**config.mk**
```make
export PLATFORM = sky130hd
export DESIGN_NAME = spi_div_stage
export DESIGN_NICKNAME = d
export VERILOG_FILES = /design/src/rtl/spi_pkg.sv /design/src/rtl/spi_div_stage.sv
export SDC_FILE = /design/constraint.sdc
export NUM_CORES = 1
export LEC_CHECK = 0
export BUFFER_PORTS_ARGS = -buffer_cell sky130_fd_sc_hd__buf_2
export CAP_MARGIN = 40
export CORE_AREA = 2 2 260 262
export CTS_BUF_LIST = sky130_fd_sc_hd__clkbuf_8
export CTS_CLUSTER_SIZE = 25
export DETAILED_ROUTE_END_ITERATION = 10
export DIE_AREA = 0 0 262 264
export PLACE_DENSITY_LB_ADDON = 0.3
export SYNTH_ARGS = -nofsm -noshare
export SYNTH_HDL_FRONTEND = slang
export SYNTH_SLANG_ARGS = --single-unit
```
**constraint.sdc**
```tcl
create_clock -name clk -period 1.7 [get_ports clk]
set_input_delay 0.17 -clock clk [delete_from_list [all_inputs] [get_ports clk]]
set_output_delay 0.17 -clock clk [all_outputs]
set_load 0.05 [all_outputs]
```
**src/rtl/spi_pkg.sv**
```systemverilog
package spi_pkg;

    localparam int COORD_BITS_DEF = 16;
    localparam int FRAC_BITS_DEF  = 8;
    localparam int FIELD_W        = 16;
    localparam int PT_W           = 24;

    typedef struct packed {
        logic signed [FIELD_W-1:0] a_start_x;
        logic signed [FIELD_W-1:0] a_start_y;
        logic signed [FIELD_W-1:0] a_end_x;
        logic signed [FIELD_W-1:0] a_end_y;
        logic signed [FIELD_W-1:0] b_start_x;
        logic signed [FIELD_W-1:0] b_start_y;
        logic signed [FIELD_W-1:0] b_end_x;
        logic signed [FIELD_W-1:0] b_end_y;
    } spi_in_t;

    typedef struct packed {
        logic                   hit;
        logic                   parallel;
        logic signed [PT_W-1:0] point_x;
        logic signed [PT_W-1:0] point_y;
    } spi_out_t;

endpackage

```
**src/rtl/spi_div_stage.sv**
```systemverilog
module spi_div_stage
    import spi_pkg::*;
#(
    parameter int RW  = 60,
    parameter int DVW = 35,
    parameter int QW  = 24,
    parameter int SW  = 132,
    parameter int BIT = 0
)
(
    input  logic           clk,
    input  logic           rst_n,
    input  logic           en,
    input  logic           valid_in,
    input  logic [RW-1:0]  rem_x_in,
    input  logic [RW-1:0]  rem_y_in,
    input  logic [QW-1:0]  quo_x_in,
    input  logic [QW-1:0]  quo_y_in,
    input  logic [DVW-1:0] den_in,
    input  logic [SW-1:0]  side_in,
    output logic           valid_out,
    output logic [RW-1:0]  rem_x_out,
    output logic [RW-1:0]  rem_y_out,
    output logic [QW-1:0]  quo_x_out,
    output logic [QW-1:0]  quo_y_out,
    output logic [DVW-1:0] den_out,
    output logic [SW-1:0]  side_out
);

    logic [RW-1:0] trial;
    logic          ge_x, ge_y;
    logic [RW-1:0] rem_x_next, rem_y_next;
    logic [QW-1:0] quo_x_next, quo_y_next;

    // one restoring step for quotient bit BIT
    always_comb
    begin
        trial      = RW'(den_in) << BIT;
        ge_x       = (rem_x_in >= trial);
        ge_y       = (rem_y_in >= trial);
        rem_x_next = ge_x ? rem_x_in - trial : rem_x_in;
        rem_y_next = ge_y ? rem_y_in - trial : rem_y_in;
        quo_x_next = quo_x_in | (QW'(ge_x) << BIT);
        quo_y_next = quo_y_in | (QW'(ge_y) << BIT);
    end

    logic           valid_reg;
    logic [RW-1:0]  rem_x_reg, rem_y_reg;
    logic [QW-1:0]  quo_x_reg, quo_y_reg;
    logic [DVW-1:0] den_reg;
    logic [SW-1:0]  side_reg;

    always_ff @(posedge clk or negedge rst_n)
    begin
        if (!rst_n)
        begin
            valid_reg <= 1'b0;
        end
        else if (en)
        begin
            valid_reg <= valid_in;
        end
    end

    always_ff @(posedge clk)
    begin
        if (en)
        begin
            rem_x_reg <= rem_x_next;
            rem_y_reg <= rem_y_next;
            quo_x_reg <= quo_x_next;
            quo_y_reg <= quo_y_next;
            den_reg   <= den_in;
            side_reg  <= side_in;
        end
    end

    assign valid_out = valid_reg;
    assign rem_x_out = rem_x_reg;
    assign rem_y_out = rem_y_reg;
    assign quo_x_out = quo_x_reg;
    assign quo_y_out = quo_y_reg;
    assign den_out   = den_reg;
    assign side_out  = side_reg;

endmodule

```
# Yosys cells after proc, flatten, opt, wreduce, memory -nomap -nowiden
# Index checks and enable logic that the tools add are counted.
dict set report totals {
  output_inout_bits 336
  word_cells 15
  reg_bits 336
  input_bits 339
}
dict set report classes {
  add_sub_neg 2
  n_lt_le_gt_ge 2
  n_mux 2
  bitwise 2
}
# cell count
set ops {}
lappend ops {{$ge 60x35->1} 2}
lappend ops {{$mux 60} 2}
lappend ops {{$sub 60x35->60} 2}
lappend ops {{$or 24x1->24} 2}

# Longest topological paths before layout
# Gate-level depths: netlist of run 1.
dict set report logic_depth {
  ltp_word 2
  ltp_mapped 13
  depth_no_buf 11
}

# Least setup slack after synthesis of run 1
# Ideal clock, no wire load.
dict set report synth_timing {
  kind {input port to flip-flop}
  startpoint {in rem_y_in[0]}
  endpoint {reg rem_y_reg[54] (netlist: rem_y_out[54]), data pin}
  required_ns 1.442
  setup_slack_ns -1.170
  n_path_buf 0
  stages 11
  arrival_time_ns 2.612
  path_cell_list {inv_1 -> ha_1 -> fa_1 -> nand2b_1 -> a211oi_1 -> o211ai_1 -> nand4b_1 -> o21ai_1 -> a211oi_1 -> or3b_2 -> xnor2_1}
}
dict set report synth_via {
  elab_chain_cells 2
  elab_cells_between_ends 3
  cone_classes {add/sub (1); order compare (1); mux (1)}
}
# element line_no
set synth_rtl {}
lappend synth_rtl {{start, declared} spi_div_stage.sv:16} ;# input logic [RW-1:0] rem_y_in,
lappend synth_rtl {{$sub 60x35->60 / $ge 60x35->1 (equally long branches)} {spi_div_stage.sv:42, spi_div_stage.sv:40}}
lappend synth_rtl {{$mux 60 (*)} spi_div_stage.sv:42} ;# rem_y_next = ge_y ? rem_y_in - trial : rem_y_in;
lappend synth_rtl {{net rem_y_next[54]} spi_div_stage.sv:32} ;# logic [RW-1:0] rem_x_next, rem_y_next;
lappend synth_rtl {{end signal, assigned} spi_div_stage.sv:70} ;# rem_y_reg <= rem_y_next;
lappend synth_rtl {{end, declared} spi_div_stage.sv:48} ;# logic [RW-1:0] rem_x_reg, rem_y_reg;
# The timed path passes the listed nets; every way through them passes the cells marked *.
# A chain may end at the register's enable or synchronous reset.

# Final worst setup path of run 1
dict set report layout_timing {
  startpoint {in den_in[14]}
  endpoint {reg rem_x_reg[6] (netlist: rem_x_out[6]), data pin}
}
dict set report layout_via {
  elab_chain_cells 2
}
# element line_no
set layout_rtl {}
lappend layout_rtl {{start, declared} spi_div_stage.sv:19} ;# input logic [DVW-1:0] den_in,
lappend layout_rtl {{$ge 60x35->1} spi_div_stage.sv:39} ;# ge_x = (rem_x_in >= trial);
lappend layout_rtl {{$mux 60} spi_div_stage.sv:41} ;# rem_x_next = ge_x ? rem_x_in - trial : rem_x_in;
lappend layout_rtl {{net rem_x_next[6]} spi_div_stage.sv:32}
lappend layout_rtl {{end signal, assigned} spi_div_stage.sv:69} ;# rem_x_reg <= rem_x_next;
lappend layout_rtl {{end, declared} spi_div_stage.sv:48}
# The timed path passes the listed nets, and every way through them passes these cells.

==> implementation parameters, run 1 <==
Parameter                              Value

Outcome
  Violated checks    setup timing
  Result of the run    finished with violations

GRT
  Number of antenna violations at the first check in global routing    40
  Number of global-route vias before repair    between 15,000 and 20,000
  Largest net degree at the start of global routing    between 40 and 50
  Overall global routing resource usage    25.1%
  Final global-route overflow total    0
  Global-route wire length before repair    125 mm

Drt
  Number of vias in the routed layout    between 15,000 and 20,000
  Average routed wire per standard cell    about 23 um
  DRT Pass-1 Iters    5
  Final WL    90.8 mm
  DRC violation total after the first TritonRoute iteration    roughly 1,100
  Met2 wire length    approximately 45 mm
  Met1 layer wirelength in the final routing    36.4 mm
  Via count normalized by instance count    roughly 4.6
  Highest layer used for signal routing    met5
  DR WL met3    slightly below 7 mm
  Residual DRC count    0
  DRT antenna net count    0

Synth
  Async set or reset register ratio after synthesis    less than 1%
  Synth Flop Type    sky130_fd_sc_hd__edfxtp_1
  Count of warnings emitted by yosys    0
  Average instance area after synthesis    ~12 um2
  #FFs+latches synth    around 340
  Count of flip-flops with a built-in enable after synthesis    335
  Synthesized instance count    about 1,400
  Total standard cell area after synthesis    ~17,000 um2
  Post-synthesis net count    roughly 1,800
  Sequential area share after synthesis    about three fifths
  Post-synthesis cell type count    70

Setup path
  RR Startpoint    valid_out$_DFFE_PN0P_
  Endpoint arrival time on the critical path    between 2 and 3 ns
  Endpoint kind of the worst setup timing path    flip-flop
  CP startpoint kind    input pin
  Register-to-register path setup slack    approximately 0.96 ns
  Buffers & Inverters on Critical Path    6
  Max Fanout on Critical Path    6
  Required time reported for the critical path endpoint    2.08 ns
  Stage delay of the slowest cell on the critical path    about 0.37 ns
  Critical-path cell with the highest stage delay    sky130_fd_sc_hd__a211oi_4
  Type of the worst setup path    input pin to flip-flop
  Crit path max-delay family    buffers and inverters
  List of cells traversed by the critical path    buf_8 > clkinvlp_4 > buf_6 > ha_4 > and3_1 > and3_4 > o2111ai_2 > o211a_4 > a211oi_4 > nor2_4 > buf_4 > buf_12 > clkbuf_16 > nand2_1 > o21ai_0
  Capture point of the worst reg-to-reg path    valid_out$_DFFE_PN0P_
  R2r worst-path depth    1

CTS
  CTS Buf Count    66
  Clk sinks    roughly 340
  Clock input transition at the sequential cells of the worst setup and hold paths    around 0.07 ns
  Total number of H-tree levels    3
  CTS tree    yes
  Source-to-sink clock delay at the later pin of the worst-skew pair    about 0.65 ns
  Clock tree root buffer cell    sky130_fd_sc_hd__clkbuf_8
  Buffers from clock root to sink, at most    3

Timing
  Top achievable clock speed    between 400 and 500 MHz
  Worst Hold Slack    0.0839 ns
  Worst Clk Skew    0 ns
  Setup slack of the critical path after layout    -0.648 ns
  Final-report max-slew violation count    0
  Headroom to the max-slew limit    ~53%
  Worst Max-Slew Pin Slew    0.704 ns
  Unrepaired setup endpoints after global routing    true
  Sum of negative setup slack    -61.54 ns
  Time the final worst path needs with I/O delays and setup    around 2.3 ns
  Final-report hold violation count    0
  Setup violations, final    between 100 and 150
  Fraction of the cycle the final worst path needs    138%

Cells and area
  Area Overhead vs Synth    94.6%
  # fillers    approximately 6,100
  Final instance area    about 32,000 um2
  # nets final    around 3,400
  Ratio of cells with drive above 1 in the final layout    a little over half

Die
  Horiz. Die Dim    262 um
  # IOs    slightly below 700
  Vertical extent of the die    ~260 um
  Core area    around 67,000 um2
  Full die area    around 69,000 um2
  Site row count    95
  Starting density of the core    24.9%

Pwr
  Leak pwr    roughly 14 nW
  Pwr/cell area    between 800 and 900 nW/um2
  Total power of the final layout    between 20 and 30 mW
  Maximum vdd ir drop    between 0.0005 and 0.0006 V

Placed design
  Routability Congestion    about 0.95
  PortBufs    just under 700
  HPWL after detailed placement    approximately 70 mm
  Placed inst area    between 20,000 and 30,000 um2

Hold path
  Class of the most critical hold timing path    input pin to flip-flop
  Terminating pin of the worst hold path    rem_y_out[35]$_DFFE_PP_
  Hold path start    rem_y_in[35]
  Hold Path Cell Cnt    3

Flow run
  Maximum capacitance violations    0
==> stage by stage <==
stage,setup slack (ns),utilization (%),instances
floorplan,-0.891,-,1369
global placement,-1.38,37.8,3338
detailed placement,-1.46,37.8,3338
CTS,-0.570,46.8,3834
global route,-0.680,48.4,3875
finish,-0.648,48.4,3878
==> routing by layer <==
| layer | global-route usage (%) | vias up |
|---|---|---|
| met5 | 0 | - |
| met4 | 7.56 | 34 |
| met3 | 6.75 | 166 |
| met2 | 43.5 | 693 |
| met1 | 30.2 | 8692 |
| li1 | - | 8315 |
==> registers in the layout, indices dropped and copies added, names as in the netlist <==
signal	cells
side_out	132
rem_x_out	60
rem_y_out	60
den_out	35
quo_x_out	24
quo_y_out	24
valid_out	1
==> cells in the final DEF, fill, tap and decap left out, types with 12 or more instances in the layout <==
cell type	count
sky130_fd_sc_hd__o211ai_1	12
sky130_fd_sc_hd__buf_12	23
sky130_fd_sc_hd__o21bai_1	15
sky130_fd_sc_hd__ha_1	31
sky130_fd_sc_hd__a21o_1	19
sky130_fd_sc_hd__clkinv_1	15
sky130_fd_sc_hd__o21ai_1	20
sky130_fd_sc_hd__xor2_1	52
sky130_fd_sc_hd__nor2_2	25
sky130_fd_sc_hd__a21oi_1	70
sky130_fd_sc_hd__nand4_1	25
sky130_fd_sc_hd__buf_4	474
sky130_fd_sc_hd__nor3_1	16
sky130_fd_sc_hd__a21oi_2	41
sky130_fd_sc_hd__nor2_1	60
sky130_fd_sc_hd__buf_8	13
sky130_fd_sc_hd__dlygate4sd3_1	341
sky130_fd_sc_hd__ha_4	38
sky130_fd_sc_hd__clkbuf_8	66
sky130_fd_sc_hd__buf_2	660
sky130_fd_sc_hd__or3_1	14
sky130_fd_sc_hd__nand2_2	13
sky130_fd_sc_hd__xnor2_1	51
sky130_fd_sc_hd__nand2_1	104
sky130_fd_sc_hd__inv_1	47
sky130_fd_sc_hd__nand3_1	14
sky130_fd_sc_hd__edfxtp_1	335
sky130_fd_sc_hd__nor4_4	12
sky130_fd_sc_hd__buf_6	33
sky130_fd_sc_hd__inv_2	13
sky130_fd_sc_hd__o21ai_2	30
sky130_fd_sc_hd__o21ai_0	43
==> area by class of cell <==
| cell class | count | area (um2) | area share, % |
|---|---|---|---|
| inverter | 59 | 300 | 0.931 |
| antenna | 10 | 25.0 | 0.0776 |
| timing repair buffer | 1554 | 11500 | 35.8 |
| clock inverter | 49 | 342 | 1.06 |
| clock buffer | 66 | 908 | 2.82 |
| multi-input combinational | 931 | 7940 | 24.6 |
| tap | 873 | 1090 | 3.39 |
| sequential | 336 | 10100 | 31.3 |
==> timing repair <==
item	4_1_cts	5_1_grt
hold buffers	336	5
gates cloned	9	3
gates resized for setup	187	191
setup endpoints to repair	122	122
endpoints found under the hold margin	352	3
pin swaps	56	76
buffers inserted	38	39
==> Yosys cell counts, drive strengths merged (12+ instances only) <==
cell / n / share of area (%)
o21ai: 95 / 3.1
o21bai: 16 / 0.72
clkbuf: 29 / 0.69
o211ai: 12 / 0.54
ha: 70 / 5.3
nand4: 25 / 0.94
a21o: 21 / 0.95
a211oi: 15 / 0.76
a21oi: 120 / 3.6
nand2b: 14 / 0.57
inv: 59 / 1.3
nor4: 23 / 0.87
nand2: 127 / 2.9
nand3: 21 / 0.63
edfxtp: 335 / 61
xnor2: 58 / 3.1
or3: 18 / 0.71
buf: 15 / 0.73
xor2: 54 / 2.9
nor2: 92 / 2.1
nor3: 29 / 0.91
==> worst max-delay path by stage <==
stage                 from                      end  slack, ns  depth (start not counted)
2_1_floorplan  rem_x_in[0]  rem_x_out[39]$_DFFE_PP_      -0.89                         12
5_1_grt         den_in[14]  rem_x_out[34]$_DFFE_PP_      -0.68                         15
6_report        den_in[14]   rem_x_out[6]$_DFFE_PP_      -0.65                         15
3_5_place_dp    den_in[14]  rem_y_out[54]$_DFFE_PP_      -1.46                         12
3_3_place_gp   rem_x_in[0]  rem_x_out[39]$_DFFE_PP_      -1.38                         14
4_1_cts         den_in[14]  rem_y_out[54]$_DFFE_PP_      -0.57                         12
==> cell families after synthesis <==
kind of cell | after synthesis | synth area share, %
AO/OA/AOI/OAI | 337 | 12.6
XOR/XNOR | 112 | 5.92
adder cells (fa/ha/maj) | 72 | 5.53
buffers and inverters | 103 | 2.76
flip-flops | 336 | 60.9
multiplexers | 4 | 0.264
AND/OR/NAND/NOR | 405 | 12.1
==> power breakdown <==
part	switching [mW]	internal, mW	leakage [nW]
Sequential	0.281	10.1	3.29
Combinational	6.05	3.56	9.71
Clock	3.94	4.28	0.705
Total	10.3	17.9	13.7
==> worst min-delay path: stages <==
cell and delay [ns]:
sky130_fd_sc_hd__buf_2 0.15, sky130_fd_sc_hd__buf_4 0.18, sky130_fd_sc_hd__xnor2_1 0.14
(Power assumes the default switching activity.)
==> run 2: changes to the inputs <==
- ABC_AREA: unset -> 1
- CORE_AREA: 2 2 260 262 -> 2 2 259 261
- CTS_CLUSTER_DIAMETER: unset -> 40
- DIE_AREA: 0 0 262 264 -> 0 0 261 263
==> run 2 against run 1 <==
The run still ends with setup timing left; critical endpoint is now rem_y_out[21]$_DFFE_PP_; non-clock buffer count shrank 100; combinational power increased by 0.6%; synthesized cell count rose by 77%; wire length increased by 6.2%; register-to-register slack worse by 0.03 ns; maximum frequency is 35% higher; final cell count grew 25%; first-iteration DRC count up 56%.
==> implementation parameters, run 2 <==
Parameter                              Value

Outcome
  Result of the run    finished with violations
  Violated checks    setup timing

Die
  Vertical extent of the die    approximately 260 um
  Site row count    94
  Full die area    68,600 um2
  Starting density of the core    30.0%
  Horiz. Die Dim    roughly 260 um
  Core area    about 66,000 um2
  # IOs    about 680

Setup path
  Crit path max-delay family    simple AND/OR/NAND/NOR gates
  Capture point of the worst reg-to-reg path    valid_out$_DFFE_PN0P_
  Endpoint arrival time on the critical path    approximately 2.1 ns
  List of cells traversed by the critical path    buf_2 > clkinvlp_4 > ha_4 > nand2_1 > nor2_2 > nand4_1 > nor2_1 > nand3_1 > nand2_2 > nor2_4 > nand2_8 > inv_16 > nand2_1 > nand2_1
  Register-to-register path setup slack    about 0.93 ns
  Most common cell on crit path    sky130_fd_sc_hd__nand2_1
  Type of the worst setup path    input pin to flip-flop
  Critical-path cell with the highest stage delay    sky130_fd_sc_hd__ha_4
  CP startpoint kind    input pin
  Max Fanout on Critical Path    48
  RR Startpoint    valid_out$_DFFE_PN0P_
  R2r worst-path depth    1
  Stage delay of the slowest cell on the critical path    between 0.3 and 0.4 ns
  Required time reported for the critical path endpoint    2.09 ns
  Buffers & Inverters on Critical Path    3
  Endpoint kind of the worst setup timing path    flip-flop

Cells and area
  Top library cells by usage in the layout, fill and taps aside    sky130_fd_sc_hd__nand2_1, sky130_fd_sc_hd__buf_2, sky130_fd_sc_hd__buf_4
  Final non-filler cell total    around 4,800
  Flip-flop count of the largest register after layout    approximately 130
  Area Overhead vs Synth    71.2%
  # nets final    between 4,000 and 5,000
  Final core utilization    51.3%
  Area occupied by registers    between 10,000 and 15,000 um2
  Ratio of cells with drive above 1 in the final layout    between 30% and 40%
  # fillers    roughly 6,200
  Area of the multi-input gates    roughly 8800 um2
  Most common library cell in the layout ignoring fill and taps    sky130_fd_sc_hd__nand2_1

GRT
  Number of global-route vias before repair    21,437
  Overall global routing resource usage    approximately 27%
  Final global-route overflow total    0
  Number of antenna violations at the first check in global routing    17
  Global-route wire length before repair    between 100 and 150 mm
  Largest net degree at the start of global routing    61

Drt
  Residual DRC count    0
  Average routed wire per standard cell    between 15 and 20 um
  Via count normalized by instance count    ~4.5
  Number of vias in the routed layout    21,850
  DRT antenna net count    0
  DRT Pass-1 Iters    7
  Final WL    about 96 mm
  DRC violation total after the first TritonRoute iteration    about 1,800

Timing
  Setup slack of the critical path after layout    -0.0446 ns
  Worst Clk Skew    0 ns
  Time the final worst path needs with I/O delays and setup    1.74 ns
  Headroom to the max-slew limit    between 70% and 80%
  Worst Max-Slew Pin Slew    around 0.43 ns
  Final-report max-slew violation count    0
  Worst Hold Slack    about 0.048 ns
  Fraction of the cycle the final worst path needs    103%
  Setup violations, final    30
  Top achievable clock speed    573 MHz
  Unrepaired setup endpoints after global routing    true
  Final-report hold violation count    0

Synth
  Sequential area share after synthesis    51.3%
  Largest area contributor in the synthesized netlist    sky130_fd_sc_hd__edfxtp_1
  Post-synthesis cell type count    38
  Post-synthesis net count    about 2,800
  Synth Flop Type    sky130_fd_sc_hd__edfxtp_1
  Average instance area after synthesis    slightly above 8 um2
  Cell types with the largest area share after synthesis    sky130_fd_sc_hd__edfxtp_1, sky130_fd_sc_hd__nand2_1, sky130_fd_sc_hd__inv_1, sky130_fd_sc_hd__ha_1, sky130_fd_sc_hd__nor2_1
  Count of flip-flops with a built-in enable after synthesis    between 300 and 400
  Total standard cell area after synthesis    19,700 um2
  Count leader, synth    sky130_fd_sc_hd__nand2_1
  Synthesized instance count    approximately 2,400
  Yosys top cell area share    about half
  #FFs+latches synth    336
  Async set or reset register ratio after synthesis    0.298%
  Count of warnings emitted by yosys    0
  Commonest cells post-synth    sky130_fd_sc_hd__nand2_1, sky130_fd_sc_hd__inv_1, sky130_fd_sc_hd__edfxtp_1

CTS
  Clock input transition at the sequential cells of the worst setup and hold paths    0.08 ns
  Buffers from clock root to sink, at most    3
  Total number of H-tree levels    2
  Clock tree root buffer cell    sky130_fd_sc_hd__clkbuf_8
  CTS tree    yes
  Source-to-sink clock delay at the later pin of the worst-skew pair    roughly 0.67 ns
  CTS Buf Count    61
  Clk sinks    roughly 340

Placed design
  HPWL after detailed placement    between 70 and 80 mm
  Routability Congestion    1.00
  Number of placed instances, taps included    4,377
  PortBufs    just under 700

Hold path
  Terminating pin of the worst hold path    rem_y_out[45]$_DFFE_PP_
  Hold path start    rem_y_in[45]
  Hold Path Cell Cnt    4
  Class of the most critical hold timing path    input pin to flip-flop

Pwr
  Maximum vdd ir drop    ~0.00067 V
  Leak pwr    16.4 nW
  Pwr/cell area    slightly below 900 nW/um2
  Total power of the final layout    ~29 mW

Flow run
  Maximum capacitance violations    0
## run 2: changes by cell type in the layout (fill, tap and decap cells not counted), sizes merged, moves of 17 or more
cell / delta
a21o: -21
a21oi: -17
buf: -88
inv: +381
nand2: +821
nand3: +80
nor2: +133
nor4: -22
o21ai: -72
or3: -18
xnor2: -54
## run 2: timing repair
item / in CTS / in global routing
hold buffers: 332 / 0
buffers inserted: 2 / 7
endpoints found under the hold margin: 360 / 0
setup endpoints to repair: 51 / 117
gates resized for setup: 10 / 146
pin swaps: 4 / 24
## run 2: cells by family (layout without fill, tap and decap cells)
logic type / after synthesis / count (layout) / share of synthesized area (%)
and+or+nand+nor: 1364 / 1364 / 28.2
buffers and inverters: 462 / 2013 / 9.38
DFF: 336 / 336 / 51.3
AOI/OAI and AO/OA: 132 / 132 / 4.09
adders and majority gates: 72 / 72 / 4.66
xor gates and xnor gates: 51 / 51 / 2.27
muxes: 1 / 1 / 0.0573
other: 0 / 9 / 0
## run 2: layout make-up
class	instances	area share [%]
multi-input combinational	1620	26.2
sequential	336	30.0
timing repair buffer	1454	31.0
clock inverter	53	1.89
clock buffer	62	2.54
tap	864	3.21
antenna	9	0.0669
inverter	444	5.17
## run 2: per-stage QoR
| stage | instance area, um2 | TNS (ns) | setup WS (ns) |
|---|---|---|---|
| floorplan | 20300 | -21.41 | -0.251 |
| CTS | 33100 | 0 | 0.00492 |
| detailed placement | 28200 | -87.01 | -0.829 |
| global route | 33600 | -2.74 | -0.0841 |
| global placement | 28200 | -85.66 | -0.801 |
| finish | 33700 | -0.445 | -0.0446 |
## run 2: worst max path at each step
stage	to	startpoint	slack, ns	cells past startpoint
after floorplan	rem_x_out[17]$_DFFE_PP_	rem_x_in[0]	-0.25	16
after global placement	rem_y_out[51]$_DFFE_PP_	den_in[33]	-0.80	12
after detailed placement	rem_y_out[51]$_DFFE_PP_	den_in[33]	-0.83	12
after CTS	rem_x_out[15]$_DFFE_PP_	den_in[10]	0.005	15
after global routing	rem_x_out[13]$_DFFE_PP_	den_in[13]	-0.08	15
final	rem_y_out[21]$_DFFE_PP_	den_in[7]	-0.04	14
## run 2: layer usage
layer / up-vias / wire [um] / global-route usage, %
li1: 10670 / - / -
met1: 10193 / 38500 / 33.0
met2: 811 / 45100 / 45.5
met3: 172 / 8380 / 6.87
met4: 4 / 4400 / 11.0
met5: - / 27 / 0
## run 2: power by group
group | total, mW | switching (mW) | leakage (nW) | internal, mW
combinational | 9.67 | 6.39 | 12.4 | 3.29
clock | 9.25 | 4.41 | 0.744 | 4.84
sequential | 10.3 | 0.268 | 3.29 | 10.1
